File: src/hdl/pcx_rle_pkg.sv
`timescale 1ns / 1ps
// ----------------------------------------------------------------------------
// pcx_rle_pkg
// shared types and constants of the pcx run-length scanline decoder
// ----------------------------------------------------------------------------
package pcx_rle_pkg;

    // run marker: both top bits set, low six bits carry the count
    localparam logic [7:0] RUN_FLAGS      = 8'hC0;
    localparam logic [7:0] RUN_COUNT_MASK = 8'h3F;

    localparam int COUNT_W = 6;
    localparam int CFG_W   = 16;
    localparam int INDEX_W = 2;

    // register indexes on the configuration port
    localparam logic [INDEX_W-1:0] REG_BYTES_PER_LINE = 2'd0;
    localparam logic [INDEX_W-1:0] REG_IMAGE_WIDTH    = 2'd1;
    localparam logic [INDEX_W-1:0] REG_IMAGE_HEIGHT   = 2'd2;

    localparam logic [CFG_W-1:0] RST_BYTES_PER_LINE = 16'd640;
    localparam logic [CFG_W-1:0] RST_IMAGE_WIDTH    = 16'd640;
    localparam logic [CFG_W-1:0] RST_IMAGE_HEIGHT   = 16'd480;

    // command queue between front and back
    localparam int QUEUE_DEPTH = 2;
    localparam int QPTR_W      = (QUEUE_DEPTH > 1) ? $clog2(QUEUE_DEPTH) : 1;
    localparam int QCNT_W      = $clog2(QUEUE_DEPTH + 1);

    typedef struct packed {
        logic [7:0]         value;
        logic [COUNT_W-1:0] count;
        logic               start;
    } cmd_t;

    typedef struct packed {
        logic [CFG_W-1:0] bytes_per_line;
        logic [CFG_W-1:0] image_width;
        logic [CFG_W-1:0] image_height;
    } cfg_t;

endpackage

File: src/hdl/pcx_rle_front.sv
`timescale 1ns / 1ps
// ----------------------------------------------------------------------------
// pcx_rle_front
// accepts compressed bytes, pairs run markers with their value byte
// ----------------------------------------------------------------------------
module pcx_rle_front
(
    input  logic                clk,
    input  logic                rst_n,
    input  logic                in_valid,
    output logic                in_stall,
    input  logic [7:0]          data_byte,
    input  logic                image_start,
    output logic                push,
    output pcx_rle_pkg::cmd_t   push_cmd,
    input  logic                queue_full
);

    logic                            marker_reg;
    logic                            marker_next;
    logic [pcx_rle_pkg::COUNT_W-1:0] count_reg;
    logic [pcx_rle_pkg::COUNT_W-1:0] count_next;
    logic                            marker_eff;
    logic [pcx_rle_pkg::COUNT_W-1:0] count_eff;
    logic [7:0]                      masked;

    assign in_stall = queue_full;
    assign push     = in_valid && !queue_full;
    assign masked   = data_byte & pcx_rle_pkg::RUN_COUNT_MASK;

    always_comb
    begin
        marker_eff     = image_start ? 1'b0 : marker_reg;
        count_eff      = image_start ? '0 : count_reg;
        marker_next    = marker_reg;
        count_next     = count_reg;
        push_cmd.value = data_byte;
        push_cmd.start = image_start;
        push_cmd.count = pcx_rle_pkg::COUNT_W'(1);
        if (marker_eff)
        begin
            // value byte of a run
            push_cmd.count = count_eff;
            if (push)
            begin
                marker_next = 1'b0;
                count_next  = '0;
            end
        end
        else if ((data_byte & pcx_rle_pkg::RUN_FLAGS) == pcx_rle_pkg::RUN_FLAGS)
        begin
            // marker only carries the start flag on to the back
            push_cmd.count = '0;
            if (push)
            begin
                marker_next = 1'b1;
                count_next  = masked[pcx_rle_pkg::COUNT_W-1:0];
            end
        end
        else if (push)
        begin
            marker_next = 1'b0;
            count_next  = '0;
        end
    end

    always_ff @(posedge clk or negedge rst_n)
    begin
        if (!rst_n)
        begin
            marker_reg <= 1'b0;
            count_reg  <= '0;
        end
        else
        begin
            marker_reg <= marker_next;
            count_reg  <= count_next;
        end
    end

endmodule

File: src/hdl/pcx_rle_queue.sv
`timescale 1ns / 1ps
// ----------------------------------------------------------------------------
// pcx_rle_queue
// short command fifo between front and back
// ----------------------------------------------------------------------------
module pcx_rle_queue
(
    input  logic               clk,
    input  logic               rst_n,
    input  logic               push,
    input  pcx_rle_pkg::cmd_t  push_cmd,
    output logic               full,
    input  logic               pop,
    output pcx_rle_pkg::cmd_t  pop_cmd,
    output logic               empty
);

    localparam logic [pcx_rle_pkg::QPTR_W-1:0] LAST_PTR =
        pcx_rle_pkg::QPTR_W'(pcx_rle_pkg::QUEUE_DEPTH - 1);
    localparam logic [pcx_rle_pkg::QCNT_W-1:0] DEPTH_CNT =
        pcx_rle_pkg::QCNT_W'(pcx_rle_pkg::QUEUE_DEPTH);

    pcx_rle_pkg::cmd_t                entry_reg [pcx_rle_pkg::QUEUE_DEPTH];
    logic [pcx_rle_pkg::QPTR_W-1:0]   wr_ptr_reg;
    logic [pcx_rle_pkg::QPTR_W-1:0]   rd_ptr_reg;
    logic [pcx_rle_pkg::QCNT_W-1:0]   cnt_reg;

    assign full    = (cnt_reg == DEPTH_CNT);
    assign empty   = (cnt_reg == '0);
    assign pop_cmd = entry_reg[rd_ptr_reg];

    always_ff @(posedge clk)
    begin
        if (push)
        begin
            entry_reg[wr_ptr_reg] <= push_cmd;
        end
    end

    always_ff @(posedge clk or negedge rst_n)
    begin
        if (!rst_n)
        begin
            wr_ptr_reg <= '0;
            rd_ptr_reg <= '0;
            cnt_reg    <= '0;
        end
        else
        begin
            if (push)
            begin
                wr_ptr_reg <= (wr_ptr_reg == LAST_PTR) ? '0 : wr_ptr_reg + 1'b1;
            end
            if (pop)
            begin
                rd_ptr_reg <= (rd_ptr_reg == LAST_PTR) ? '0 : rd_ptr_reg + 1'b1;
            end
            if (push && !pop)
            begin
                cnt_reg <= cnt_reg + 1'b1;
            end
            else if (pop && !push)
            begin
                cnt_reg <= cnt_reg - 1'b1;
            end
        end
    end

endmodule

File: src/hdl/pcx_rle_back.sv
`timescale 1ns / 1ps
// ----------------------------------------------------------------------------
// pcx_rle_back
// expands commands into pixels, tracks line position, row and end of image
// ----------------------------------------------------------------------------
module pcx_rle_back
(
    input  logic               clk,
    input  logic               rst_n,
    input  pcx_rle_pkg::cfg_t  cfg,
    input  logic               queue_empty,
    input  pcx_rle_pkg::cmd_t  pop_cmd,
    output logic               pop,
    output logic               busy,
    output logic               out_valid,
    input  logic               out_stall,
    output logic [7:0]         pixel,
    output logic [15:0]        column,
    output logic [15:0]        row,
    output logic               last_of_run
);

    typedef enum logic
    {
        ST_IDLE,
        ST_RUN
    } state_t;

    localparam int W = pcx_rle_pkg::CFG_W;

    state_t                          state_reg,     state_next;
    logic [7:0]                      value_reg,     value_next;
    logic [pcx_rle_pkg::COUNT_W-1:0] remain_reg,    remain_next;
    logic [W-1:0]                    lp_reg,        lp_next;
    logic [W-1:0]                    row_idx_reg,   row_idx_next;
    logic                            fin_reg,       fin_next;
    logic                            out_valid_reg, out_valid_next;
    logic [7:0]                      pixel_reg,     pixel_next;
    logic [W-1:0]                    column_reg,    column_next;
    logic [W-1:0]                    row_reg,       row_next;
    logic                            last_reg,      last_next;

    logic [W-1:0] bpl_eff;
    logic [W-1:0] height_eff;
    logic [W-1:0] lp_start;
    logic [W-1:0] row_start;
    logic         fin_start;
    logic         out_free;
    logic         visible;
    logic [W:0]   lp_inc;
    logic [W:0]   row_inc;
    logic         line_end;

    assign bpl_eff    = (cfg.bytes_per_line == '0) ? W'(1) : cfg.bytes_per_line;
    assign height_eff = (cfg.image_height == '0) ? W'(1) : cfg.image_height;
    assign out_free   = !out_valid_reg || !out_stall;
    assign visible    = (lp_reg < cfg.image_width);
    assign lp_inc     = {1'b0, lp_reg} + 1'b1;
    assign row_inc    = {1'b0, row_idx_reg} + 1'b1;
    assign line_end   = (lp_inc >= {1'b0, bpl_eff}) || lp_inc[W];

    assign busy        = (state_reg == ST_RUN);
    assign out_valid   = out_valid_reg;
    assign pixel       = pixel_reg;
    assign column      = column_reg;
    assign row         = row_reg;
    assign last_of_run = last_reg;

    always_comb
    begin
        state_next     = state_reg;
        value_next     = value_reg;
        remain_next    = remain_reg;
        lp_next        = lp_reg;
        row_idx_next   = row_idx_reg;
        fin_next       = fin_reg;
        out_valid_next = out_valid_reg;
        pixel_next     = pixel_reg;
        column_next    = column_reg;
        row_next       = row_reg;
        last_next      = last_reg;
        pop            = 1'b0;
        lp_start       = pop_cmd.start ? '0 : lp_reg;
        row_start      = pop_cmd.start ? '0 : row_idx_reg;
        fin_start      = pop_cmd.start ? 1'b0 : fin_reg;

        if (out_valid_reg && !out_stall)
        begin
            out_valid_next = 1'b0;
        end

        case (state_reg)
            ST_IDLE:
            begin
                if (!queue_empty)
                begin
                    pop          = 1'b1;
                    lp_next      = lp_start;
                    row_idx_next = row_start;
                    fin_next     = fin_start || (row_start >= height_eff);
                    value_next   = pop_cmd.value;
                    remain_next  = pop_cmd.count;
                    if (!fin_next && (pop_cmd.count != '0))
                    begin
                        state_next = ST_RUN;
                    end
                end
            end
            ST_RUN:
            begin
                // hidden columns advance without waiting for the output
                if (!visible || out_free)
                begin
                    if (visible)
                    begin
                        out_valid_next = 1'b1;
                        pixel_next     = value_reg;
                        column_next    = lp_reg;
                        row_next       = row_idx_reg;
                        last_next      = (remain_reg == pcx_rle_pkg::COUNT_W'(1)) || line_end
                                         || (lp_inc >= {1'b0, cfg.image_width});
                    end
                    remain_next = remain_reg - 1'b1;
                    if (line_end)
                    begin
                        // run is cut at the end of the line
                        lp_next      = '0;
                        row_idx_next = row_inc[W-1:0];
                        if ((row_inc >= {1'b0, height_eff}) || row_inc[W])
                        begin
                            fin_next = 1'b1;
                        end
                        state_next = ST_IDLE;
                    end
                    else
                    begin
                        lp_next = lp_inc[W-1:0];
                        if (remain_reg == pcx_rle_pkg::COUNT_W'(1))
                        begin
                            state_next = ST_IDLE;
                        end
                    end
                end
            end
            default:
            begin
                state_next = ST_IDLE;
            end
        endcase
    end

    always_ff @(posedge clk or negedge rst_n)
    begin
        if (!rst_n)
        begin
            state_reg     <= ST_IDLE;
            remain_reg    <= '0;
            lp_reg        <= '0;
            row_idx_reg   <= '0;
            fin_reg       <= 1'b0;
            out_valid_reg <= 1'b0;
        end
        else
        begin
            state_reg     <= state_next;
            remain_reg    <= remain_next;
            lp_reg        <= lp_next;
            row_idx_reg   <= row_idx_next;
            fin_reg       <= fin_next;
            out_valid_reg <= out_valid_next;
        end
    end

    always_ff @(posedge clk)
    begin
        value_reg  <= value_next;
        pixel_reg  <= pixel_next;
        column_reg <= column_next;
        row_reg    <= row_next;
        last_reg   <= last_next;
    end

endmodule

File: src/hdl/pcx_rle_scanline_decoder.sv
`timescale 1ns / 1ps
// ----------------------------------------------------------------------------
// pcx_rle_scanline_decoder
// run-length decoder for the compressed scanline bytes of a pcx image
// ----------------------------------------------------------------------------
// one compressed byte is taken per input transfer. the front stage pairs each
// run marker with its value byte and writes one command per byte into a
// two-entry queue; the back stage pops a command, then emits one pixel per
// cycle unless out_stall holds the output. a literal byte gives a pop and one
// pixel, a marker or zero-count run a pop only, a run of n bytes a pop and n
// pixels, cut short at a scanline end. columns at or beyond image_width pass
// through the back stage but give no output transfer. the rate is set by the
// single pixel counter of the back stage. last_of_run marks the final pixel
// caused by one input byte. configuration registers are written through
// cfg_we / cfg_index / cfg_data and must only change while the block is idle.
// ----------------------------------------------------------------------------
module pcx_rle_scanline_decoder
(
    input  logic                                clk,
    input  logic                                rst_n,
    // configuration write port
    input  logic                                cfg_we,
    input  logic [pcx_rle_pkg::INDEX_W-1:0]     cfg_index,
    input  logic [pcx_rle_pkg::CFG_W-1:0]       cfg_data,
    // compressed byte input
    input  logic                                in_valid,
    output logic                                in_stall,
    input  logic [7:0]                          data_byte,
    input  logic                                image_start,
    // pixel output
    output logic                                out_valid,
    input  logic                                out_stall,
    output logic [7:0]                          pixel,
    output logic [15:0]                         column,
    output logic [15:0]                         row,
    output logic                                last_of_run
);

    // configuration registers
    pcx_rle_pkg::cfg_t cfg_reg;
    pcx_rle_pkg::cfg_t cfg_next;

    // front to queue
    logic              push;
    pcx_rle_pkg::cmd_t push_cmd;
    logic              queue_full;

    // queue to back
    logic              pop;
    pcx_rle_pkg::cmd_t pop_cmd;
    logic              queue_empty;
    logic              back_busy;

    always_comb
    begin
        cfg_next = cfg_reg;
        if (cfg_we)
        begin
            case (cfg_index)
                pcx_rle_pkg::REG_BYTES_PER_LINE: cfg_next.bytes_per_line = cfg_data;
                pcx_rle_pkg::REG_IMAGE_WIDTH:    cfg_next.image_width    = cfg_data;
                pcx_rle_pkg::REG_IMAGE_HEIGHT:   cfg_next.image_height   = cfg_data;
                default:                         cfg_next                = cfg_reg;
            endcase
        end
    end

    always_ff @(posedge clk or negedge rst_n)
    begin
        if (!rst_n)
        begin
            cfg_reg.bytes_per_line <= pcx_rle_pkg::RST_BYTES_PER_LINE;
            cfg_reg.image_width    <= pcx_rle_pkg::RST_IMAGE_WIDTH;
            cfg_reg.image_height   <= pcx_rle_pkg::RST_IMAGE_HEIGHT;
        end
        else
        begin
            cfg_reg <= cfg_next;
        end
    end

    // marker pairing and input transfer
    pcx_rle_front u_front
    (
        .clk         (clk),
        .rst_n       (rst_n),
        .in_valid    (in_valid),
        .in_stall    (in_stall),
        .data_byte   (data_byte),
        .image_start (image_start),
        .push        (push),
        .push_cmd    (push_cmd),
        .queue_full  (queue_full)
    );

    // lets the front keep accepting while the back expands a run
    pcx_rle_queue u_queue
    (
        .clk      (clk),
        .rst_n    (rst_n),
        .push     (push),
        .push_cmd (push_cmd),
        .full     (queue_full),
        .pop      (pop),
        .pop_cmd  (pop_cmd),
        .empty    (queue_empty)
    );

    // run expansion, line and row tracking, registered output
    pcx_rle_back u_back
    (
        .clk         (clk),
        .rst_n       (rst_n),
        .cfg         (cfg_reg),
        .queue_empty (queue_empty),
        .pop_cmd     (pop_cmd),
        .pop         (pop),
        .busy        (back_busy),
        .out_valid   (out_valid),
        .out_stall   (out_stall),
        .pixel       (pixel),
        .column      (column),
        .row         (row),
        .last_of_run (last_of_run)
    );

    // no write into a full queue
    a_no_overflow: assert property (@(posedge clk) disable iff (!rst_n)
        push |-> !queue_full)
        else $error("command queue written while full");

    // no read from an empty queue
    a_no_underflow: assert property (@(posedge clk) disable iff (!rst_n)
        pop |-> !queue_empty)
        else $error("command queue read while empty");

    // a transfer not marked last must be followed by more pixels of the same byte
    a_run_continues: assert property (@(posedge clk) disable iff (!rst_n)
        (out_valid && !out_stall && !last_of_run) |=> (out_valid || back_busy))
        else $error("pixel run ended without last_of_run");

endmodule
File: config.mk
export PLATFORM = sky130hd
export DESIGN_NAME = pcx_rle_scanline_decoder
export DESIGN_NICKNAME = d
export VERILOG_FILES = /design/src/hdl/pcx_rle_pkg.sv /design/src/hdl/pcx_rle_front.sv /design/src/hdl/pcx_rle_queue.sv /design/src/hdl/pcx_rle_back.sv /design/src/hdl/pcx_rle_scanline_decoder.sv
export SDC_FILE = /design/constraint.sdc
export NUM_CORES = 1
export LEC_CHECK = 0
export ABC_AREA = 1
export BUFFER_PORTS_ARGS = -buffer_cell sky130_fd_sc_hd__buf_2
export CORE_MARGIN = 5
export CORE_UTILIZATION = 40
export DETAILED_ROUTE_END_ITERATION = 8
export SETUP_SLACK_MARGIN = 0.05
export SYNTH_ARGS = -nofsm -noshare
export SYNTH_HDL_FRONTEND = slang
export SYNTH_SLANG_ARGS = --single-unit
export TNS_END_PERCENT = 100
File: constraint.sdc
create_clock -name clk -period 3.95 [get_ports clk]
set_clock_uncertainty 0.1 [all_clocks]
set_input_delay 0.395 -clock clk [delete_from_list [all_inputs] [get_ports clk]]
set_output_delay 0.395 -clock clk [all_outputs]
set_load 0.03 [all_outputs]
After elaboration in Yosys (flattened, before gate mapping)
Memory sizes are Yosys's and may differ from the RTL's.
Index checks and enable logic that the tools add are counted.
- bits in registers: 149
- RAM bits: 30
- bits of input ports: 32
- output and inout port bits: 43
- word-level logic and storage cells: 130
- memories: 1
- add/sub/neg operators: 7
- magnitude comparators: 5
- equal/unequal tests: 11
- mux-type cells: 51
- bitwise logic cells: 2
- reduce and logical (&&, ||, !) cells: 34
- memories (memory ; depth ; width ; rd ports ; clocked after Yosys merged registers in ; wr ports ; line ; text):
    u_queue.entry_reg ; 2 ; 15 ; 1 ; 0 ; 1 ; pcx_rle_queue.sv:23 ; pcx_rle_pkg::cmd_t entry_reg [pcx_rle_pkg::QUEUE_DEPTH];
- operators with widths (operator ; number):
    $mux 16 ; 10
    $pmux 16 s2 ; 2
    $ge 17x16->1 ; 3
    $mux 6 ; 8
    $add 16x1->17 const B ; 2
    $logic_not 16->1 ; 2
    $mux 1 ; 26
    $ge 16x16->1 ; 1
    $lt 16x16->1 ; 1
    $pmux 6 s2 ; 1
    $reduce_and 2->1 ; 5
    $reduce_and 3->1 ; 3
    $ne 2x2->1 const B ; 4
    $logic_not 1->1 ; 7
    $logic_or 1x1->1 ; 7
    $eq 2x2->1 const B ; 3
    $eq 6x1->1 const B ; 1
    $reduce_bool 6->1 ; 1
    $sub 6x1->6 const B ; 1
    $logic_and 1x1->1 ; 5
    $logic_not 2->1 ; 2
    $mux 2 ; 2
    $pmux 1 s2 ; 2
    $reduce_and 4->1 ; 1
    other kinds (8) ; 10

Longest topological paths before layout
Gate-level depths: netlist of the first run.
- depth in word-level cells: 9
- mapped depth: 23
- mapped depth without buffers: 22

Cells and area by module
From an unflattened synthesis of the first run, not the netlist that was laid out.
- cells, all modules: 1137
- area, all modules: 10237.3 µm²
- by module, submodules not included (module ; times used ; cells each ; area an instance (µm²) ; sequential area each (µm²)):
    pcx_rle_back ; 1 ; 793 ; 6402.4 ; 2497.4
    pcx_rle_scanline_decoder ; 1 ; 214 ; 2054.5 ; 1211.2
    pcx_rle_queue ; 1 ; 72 ; 1341.3 ; 1001.0
    pcx_rle_front ; 1 ; 58 ; 439.2 ; 175.2

Worst setup path after synthesis of the first run
OpenSTA, ideal clock, no wires.
- kind: reg-to-reg
- start point: register cfg_reg[23] (netlist name)
- end point: register u_back.column_reg[0], in the netlist u_back.column[0], enable pin
- setup time: 0.439 ns
- data arrival time: 3.027 ns
- data required time: 3.411 ns
- path slack: 0.384 ns
- cell stages (with the launch flop): 9
- buffers on the path: 0
- period minus slack after synthesis: 3.566 ns
- cell sequence: dfstp_2 inv_1 ha_1 a21o_1 nor2_1 nand2_1 nand2_1 nand3_1 nor2_1
- longest elaborated chain between the ends: 4
- ends and longest elaborated chain (what ; line ; text):
    start: declaration ; pcx_rle_scanline_decoder.sv:40 ; pcx_rle_pkg::cfg_t cfg_reg;
    start signal: assignment ; pcx_rle_scanline_decoder.sv:78 ; cfg_reg <= cfg_next;
    $lt 16x16->1 (*) ; pcx_rle_back.sv:57 ; assign visible = (lp_reg < cfg.image_width);
    $logic_not 1->1 ; pcx_rle_back.sv:112 ; if (!visible || out_free)
    $logic_or 1x1->1 ; pcx_rle_back.sv:112 ;
    $reduce_and 3->1 (no source line) (*) ; n/a ;
    end signal: assignment ; pcx_rle_back.sv:178 ; column_reg <= column_next;
    end: declaration ; pcx_rle_back.sv:39 ; logic [W-1:0] column_reg, column_next;
Every way passes the cells marked *; elsewhere a longest branch is shown, timed or not.
A chain may end at the register's enable or synchronous reset.

Final worst setup path of the first run
- start point: register u_back.lp_reg[0]
- end point: register u_back.last_reg, in the netlist u_back.last_of_run (data pin)
- longest elaborated chain between the ends: 5
- elaborated cells on any way between the ends: 6
- classes of those cells: add/sub (1); order compare (2); reduce/logical (3)
- ends and longest elaborated chain (what ; line ; text):
    start: declaration ; pcx_rle_back.sv:34 ; logic [W-1:0] lp_reg, lp_next;
    start signal: assignment ; pcx_rle_back.sv:167 ; lp_reg <= lp_next;
    $add 16x1->17 (*) ; pcx_rle_back.sv:58 ; assign lp_inc = {1'b0, lp_reg} + 1'b1;
    $ge 17x16->1 ; pcx_rle_back.sv:60 ; assign line_end = (lp_inc >= {1'b0, bpl_eff}) || lp_inc[W];
    $logic_or 1x1->1 ; pcx_rle_back.sv:60 ;
    $logic_or 1x1->1 ; pcx_rle_back.sv:120 ; last_next = (remain_reg == pcx_rle_pkg::COUNT_W'(1)) || line_end
    $logic_or 1x1->1 (*) ; pcx_rle_back.sv:121 ; || (lp_inc >= {1'b0, cfg.image_width});
    end signal: assignment ; pcx_rle_back.sv:180 ; last_reg <= last_next;
    end: declaration ; pcx_rle_back.sv:41 ; logic last_reg, last_next;
Marks and branches as above.

==> metrics.txt, run 1 <==
status=finished, violations left; failing checks=hold timing; CTS tree=done; Synth top area share=24.3%; diode count=0; Ys Warns=0; post-synthesis register bit count=179; Synth area leaders=edfxtp_1 24%, dfrtp_1 24%, ha_1 11%; Largest register FFs=48; most numerous cell in the Yosys netlist=nand2_1; antenna-violating nets left=0; Top FF cell, synth=dfrtp_1; Worst Path Buf+Inv=1; switch share=41.4%; routed vias=7247; Routed WL=22100 um; CP most frequent cell=nor2_1; hold crit path type=input pin to asynchronous set/reset pin; gr usage total=16.3%; Setup crit end kind=flip-flop; initial antenna violation count=1; largest net degree at the start of global routing=72; Worst EP required=3.98 ns; Num CTS Buffers=17; power density over the cells=665 nW/um2; CTS clock-pin slew for the worst setup and hold paths=0.08 ns; maximum vdd drop=329 uV; Critical Setup Path Class=flip-flop to flip-flop; starting density of the core=40.4%; fillers=2321; Comb pwr share=37.0%; DR WL/cell=14.7 um; Max-Cap Viols=0; Root Buffer=clkbuf_16; final setup violating endpoints=0; Skew-Pair Late Insertion Delay=0.44 ns; dpl ws=0.613 ns; Clock power frac=24.0%; Core Region=24200 um2; average instance area after synthesis=9.01 um2; Min Hold Slack=-0.0123 ns; first-pass GRT wire length=36800 um; Rel. slew slack=34.4%; port bufs=74; actual slew at the worst max-slew pin=0.981 ns; utilization after layout=46.1%; Post-Syn Nets=1202; CTS Buffer Depth=2; reg-to-reg endpoint=u_back.last_of_run; Post-synth EDFFs=79; WP data arrival=3.39 ns; CTS-repair resized insts=0; ratio of cells with drive above 1 in the final layout=14.0%; # DRC=0; First-pass DRT Iterations=5; top cells by count, synth=263 x nand2_1, 171 x inv_1, 94 x o21ai_0; CP Max Fanout=8; part of the power in registers=39.0%; unrepaired setup endpoints after global routing=false; Post-DP HPWL=16800 um; gr ovfl total=0; Initial DRC Count=462; f_max=298 MHz; CP delay by family, top=simple AND/OR/NAND/NOR gates; IO Pins=75; slowest CP cell=dfrtp_1; Placer Congestion=0.896; CP max stage delay=0.49 ns; fraction of registers with async set/reset=55.9%; Cell Int Power=4.35 mW; Critical Path, Cell by Cell=ha_1 -> nand3_2 -> nor2_4 -> nand3_1 -> nor2_1 -> xor2_1 -> inv_1 -> ha_1 -> nand2_1 -> nor2_1 -> nand2_1 -> nor2_1 -> nand2_1 -> nand4_1 -> nor2_4 -> nand2_2 -> nor2_1 -> o2111ai_1; PnR worst setup slack=0.592 ns; R2R Setup Slk=0.59 ns; TNS Setup=0 ns; Post-CTS Hold Buffers=0; vias in the first global route=7068; H-Tree Depth=4; Die Y=166 um; Psw=3.07 mW; number of nets in the layout=1279; Slew Viols, Final=0; Lkg Pwr=5.48 nW; FF-to-FF path depth=18; Die Wd=166 um; final worst path period share=85.0%; Area Overhead vs Synth=14.1%; Synth Cell Area=9780 um2; Yosys top cell by area=edfxtp_1; Mapped Cells=1085; postcts setup bufs=0; Synth cell types=45; post-DR vias/cell=4.83; row count=57; fin crit period=3.36 ns; reg2reg start=u_back.lp_reg[0]; Critical Path Source Type=flip-flop; die area=27700 um2; Sink Count=179; sequential share of the synthesized area=50.0%; final hold viol count=4
cells by family (layout without fill, tap and decap cells):
group,Yosys count,count (layout),share of synthesized area (%)
AND/OR/NAND/NOR,418,418,18.4
buffers and inverters,202,292,8.06
flip-flops,179,179,50.0
AO/OA/AOI/OAI,172,172,10.1
adder cells (fa/ha/maj),85,85,10.9
XOR/XNOR,26,26,2.33
multiplexers,3,3,0.307
layout make-up:
cell class / count / area [um2] / share of cell area (%)
Timing Repair Buffer: 83 / 440 / 3.95
Sequential cell: 179 / 4880 / 43.8
Clock inverter: 15 / 219 / 1.96
Inverter: 177 / 667 / 5.98
Multi-Input combinational cell: 704 / 4110 / 36.9
Clock buffer: 17 / 425 / 3.81
Tap cell: 324 / 405 / 3.63
metal layers:
metal | wire length [um] | vias up | global-route usage [%]
met2 | 9820 | 156 | 25.6
met1 | 11000 | 3330 | 23.2
met5 | 13 | - | 0
met3 | 907 | 27 | 3.21
met4 | 345 | 2 | 4.59
li1 | - | 3732 | -
power by group through the flow:
stage,logic [mW],clock network (mW),registers (mW)
after floorplan,1.75,0,3.14
after global placement,2.73,0,2.91
after detailed placement,2.77,0,2.93
after CTS,2.78,1.82,2.89
after global routing,3.14,1.90,2.96
final,2.75,1.78,2.89
how the worst max path moves through the flow:
stage,start,slack (ns),depth (start not counted),to
3_3_place_gp,u_back.lp_reg[0],0.70,21,u_back.fin_reg
3_5_place_dp,u_back.lp_reg[0],0.61,21,u_back.fin_reg
5_1_grt,u_back.lp_reg[0],0.25,21,u_back.fin_reg
4_1_cts,u_back.lp_reg[0],0.58,21,u_back.fin_reg
6_report,u_back.lp_reg[0],0.59,18,u_back.last_of_run
2_1_floorplan,cfg_reg[23],0.38,8,u_back.column[0]
cell usage in the layout (no fill, tap or decap), types with 10 or more instances in the layout:
| cell | count |
|---|---|
| xor2_1 | 25 |
| nor3_1 | 10 |
| buf_4 | 10 |
| nor4_1 | 11 |
| clkbuf_16 | 17 |
| a21oi_1 | 31 |
| nand2_1 | 263 |
| buf_2 | 73 |
| dfrtp_1 | 92 |
| edfxtp_1 | 79 |
| nor2_1 | 64 |
| o21ai_2 | 15 |
| nand3_1 | 26 |
| ha_1 | 85 |
| nand4_1 | 20 |
| inv_1 | 171 |
| o21ai_0 | 94 |
| o22ai_1 | 10 |
stage by stage:
stage	hold WS, ns	instances	instance area (um2)	total power [mW]
global route	0.0375	1499	11200	8.00
finish	-0.0123	1499	11200	7.42
detailed placement	0.312	1467	10500	5.69
CTS	0.0274	1499	11200	7.50
floorplan	-0.000591	1085	9780	4.89
global placement	0.302	1467	10500	5.64
worst reg2reg max path: stages (launching register included):
cell and delay (ns):
dfrtp_1 0.49, ha_1 0.25, nand3_2 0.16, nor2_4 0.18, nand3_1 0.14, nor2_1 0.14, xor2_1 0.19, inv_1 0.09
ha_1 0.31, nand2_1 0.10, nor2_1 0.05, nand2_1 0.06, nor2_1 0.04, nand2_1 0.06, nand4_1 0.12, nor2_4 0.13
nand2_2 0.09, nor2_1 0.15, o2111ai_1 0.22
(Power assumes the default switching activity.)
==> inputs of run 2 (changes only) <==
--- a/config.mk
+++ b/config.mk
@@ -10,6 +10,7 @@
 export CORE_MARGIN = 5
 export CORE_UTILIZATION = 40
 export DETAILED_ROUTE_END_ITERATION = 8
+export REMOVE_ABC_BUFFERS = 1
 export SETUP_SLACK_MARGIN = 0.05
 export SYNTH_ARGS = -nofsm -noshare
 export SYNTH_HDL_FRONTEND = slang
==> metrics.txt, run 2 (synthesis gave the netlist of run 1 again) <==
status=complete, no violations (was finished, violations left); reg2reg start=u_back.lp_reg[0] (unchanged); CTS tree=done (unchanged); Area Overhead vs Synth=14.5% (was 14.1%); Die Wd=166 um (unchanged); unrepaired setup endpoints after global routing=false (unchanged); largest net degree at the start of global routing=43 (was 72); leading cell types in the layout, fill and taps excluded=263 x nand2_1, 171 x inv_1, 94 x o21ai_0, 92 x dfrtp_1, 85 x ha_1 (unchanged); Critical Path, Cell by Cell=ha_1 -> nand3_2 -> nor2_4 -> nand3_1 -> nor2_1 -> xor2_1 -> inv_1 -> ha_1 -> nand2_1 -> nor2_1 -> nand2_1 -> nor2_1 -> nand2_1 -> nand4_1 -> nor2_4 -> nand3_2 -> nand2_4 -> inv_4 -> nand2_1 -> nand2_1 -> nand2_1 (was ha_1 -> nand3_2 -> nor2_4 -> nand3_1 -> nor2_1 -> xor2_1 -> inv_1 -> ha_1 -> nand2_1 -> nor2_1 -> nand2_1 -> nor2_1 -> nand2_1 -> nand4_1 -> nor2_4 -> nand2_2 -> nor2_1 -> o2111ai_1); Lkg Pwr=5.51 nW (was 5.48 nW); First-pass DRT Iterations=5 (unchanged); Core Region=24200 um2 (unchanged); ratio of cells with drive above 1 in the final layout=14.2% (was 14.0%); initial antenna violation count=0 (was 1); routed vias=7325 (was 7247); power density over the cells=671 nW/um2 (was 665 nW/um2); Die Y=166 um (unchanged); fin cells=1503 (was 1499); CTS clock-pin slew for the worst setup and hold paths=0.08 ns (about the same); CP max stage delay=0.49 ns (about the same); fillers=2288 (was 2321); Placer Congestion=0.851 (was 0.896); Slew Viols, Final=0 (unchanged); CP Max Fanout=30 (was 8); dpl cells=1470 (was 1467); Critical Path End=u_back.fin_reg (was u_back.last_of_run); vias in the first global route=7112 (was 7068); Worst Path Buf+Inv=2 (was 1); Max-Cap Viols=0 (unchanged); Setup crit end kind=flip-flop (unchanged); commonest non-fill, non-tap cell in the layout=nand2_1 (unchanged); maximum vdd drop=354 uV (was 329 uV); Post-DP Area=10500 um2 (about the same); final worst path period share=85.3% (was 85.0%); Root Buffer=clkbuf_16 (unchanged); final hold viol count=0 (was 4); Worst path depth=21 (was 18); first-pass GRT wire length=36800 um (about the same); area of the multi-input gates=4110 um2 (unchanged); die area=27700 um2 (unchanged); Worst EP required=4.18 ns (was 3.98 ns); CP most frequent cell=nand2_1 (was nor2_1); reg-to-reg endpoint=u_back.fin_reg (was u_back.last_of_run); row count=57 (unchanged); postcts setup bufs=0 (unchanged); CTS Buffer Depth=2 (unchanged); f_max=297 MHz (was 298 MHz); gr ovfl total=0 (unchanged); CP Launch Point=u_back.lp_reg[0] (unchanged); hold crit path type=input pin to flip-flop (was input pin to asynchronous set/reset pin); Reg area=4880 um2 (unchanged); Critical Path Source Type=flip-flop (unchanged); Sink Count=179 (unchanged); DR WL/cell=14.8 um (was 14.7 um); # DRC=0 (unchanged); CP delay by family, top=simple AND/OR/NAND/NOR gates (unchanged); Skew-Pair Late Insertion Delay=0.44 ns (about the same); R2R Setup Slk=0.58 ns (was 0.59 ns); port bufs=74 (unchanged); Initial DRC Count=455 (was 462); Post-DP HPWL=16700 um (was 16800 um); slowest CP cell=dfrtp_1 (unchanged); overall power=7.51 mW (was 7.42 mW); Design Area, Final=11200 um2 (about the same); Critical Setup Path Class=flip-flop to flip-flop (unchanged); actual slew at the worst max-slew pin=0.980 ns (was 0.981 ns); WP data arrival=3.60 ns (was 3.39 ns); post-DR vias/cell=4.87 (was 4.83); number of nets in the layout=1283 (was 1279); antenna-violating nets left=0 (unchanged); final setup violating endpoints=0 (unchanged); Num CTS Buffers=17 (unchanged); starting density of the core=40.4% (unchanged); gr usage total=16.4% (was 16.3%); Rel. slew slack=34.5% (was 34.4%); fin crit period=3.37 ns (was 3.36 ns); Largest register FFs=48 (unchanged); Routed WL=22300 um (was 22100 um); diode count=0 (unchanged); TNS Setup=0 ns (unchanged); IO Pins=75 (unchanged); FF-to-FF path depth=21 (was 18); H-Tree Depth=4 (unchanged)
## run 2: cell types whose count changed in the layout (fill, tap and decap cells not counted), sizes merged
cell	previous run	this run
inv	183	187
dlygate4sd3	0	1
buf	83	86
clkinv	9	5
## run 2: worst min-delay path by stage
stage / from / end / slack [ns] / depth (start not counted)
final: data_byte[3] / u_queue.entry_reg[1][10] / 0.05 / 1
after global routing: data_byte[5] / u_queue.entry_reg[1][12] / 0.04 / 1
after CTS: data_byte[5] / u_queue.entry_reg[1][12] / 0.04 / 1
after detailed placement: u_back.value_reg[0] / u_back.pixel[0] / 0.31 / 0
after global placement: u_back.value_reg[3] / u_back.pixel[3] / 0.30 / 0
after floorplan: rst_n / cfg_reg[0] / -0.0006 / 0
## run 2: layout make-up
type / instances / area share (%)
clock buffers: 17 / 3.80
clock inverters: 15 / 2.00
inverters: 177 / 5.96
multi-input cells: 704 / 36.7
flip-flops and latches: 179 / 43.6
well taps: 324 / 3.62
repair buffers: 87 / 4.23
## run 2: report_power, final
group          switching (mW)  internal (mW)  leakage [nW]
logic                    1.87          0.918          3.18
clock network           0.935          0.903         0.312
registers               0.325           2.56          2.02
total                    3.13           4.38          5.51
## run 2: metrics by stage
step	hold slack, ns	util, %	setup WS, ns
2_1_floorplan	-0.000591	-	0.367
3_3_place_gp	0.303	43.6	0.696
3_5_place_dp	0.306	43.6	0.614
4_1_cts	0.0381	46.3	0.603
5_1_grt	0.0352	46.3	0.303
6_report	0.0539	46.3	0.580
## run 2: repair_timing
item                                   4_1_cts  5_1_grt
resized for setup                            0        0
hold buffers                                 1        0
endpoints found under the hold margin       40        0
## run 2: routing by layer
layer | GRT usage, % | vias to the layer above | share of wire, %
li1 | - | 3735 | -
met3 | 2.88 | 20 | 3.9
met4 | 4.13 | 0 | 1.1
met1 | 23.6 | 3437 | 49
met2 | 25.9 | 133 | 46
met5 | 0 | - | 0
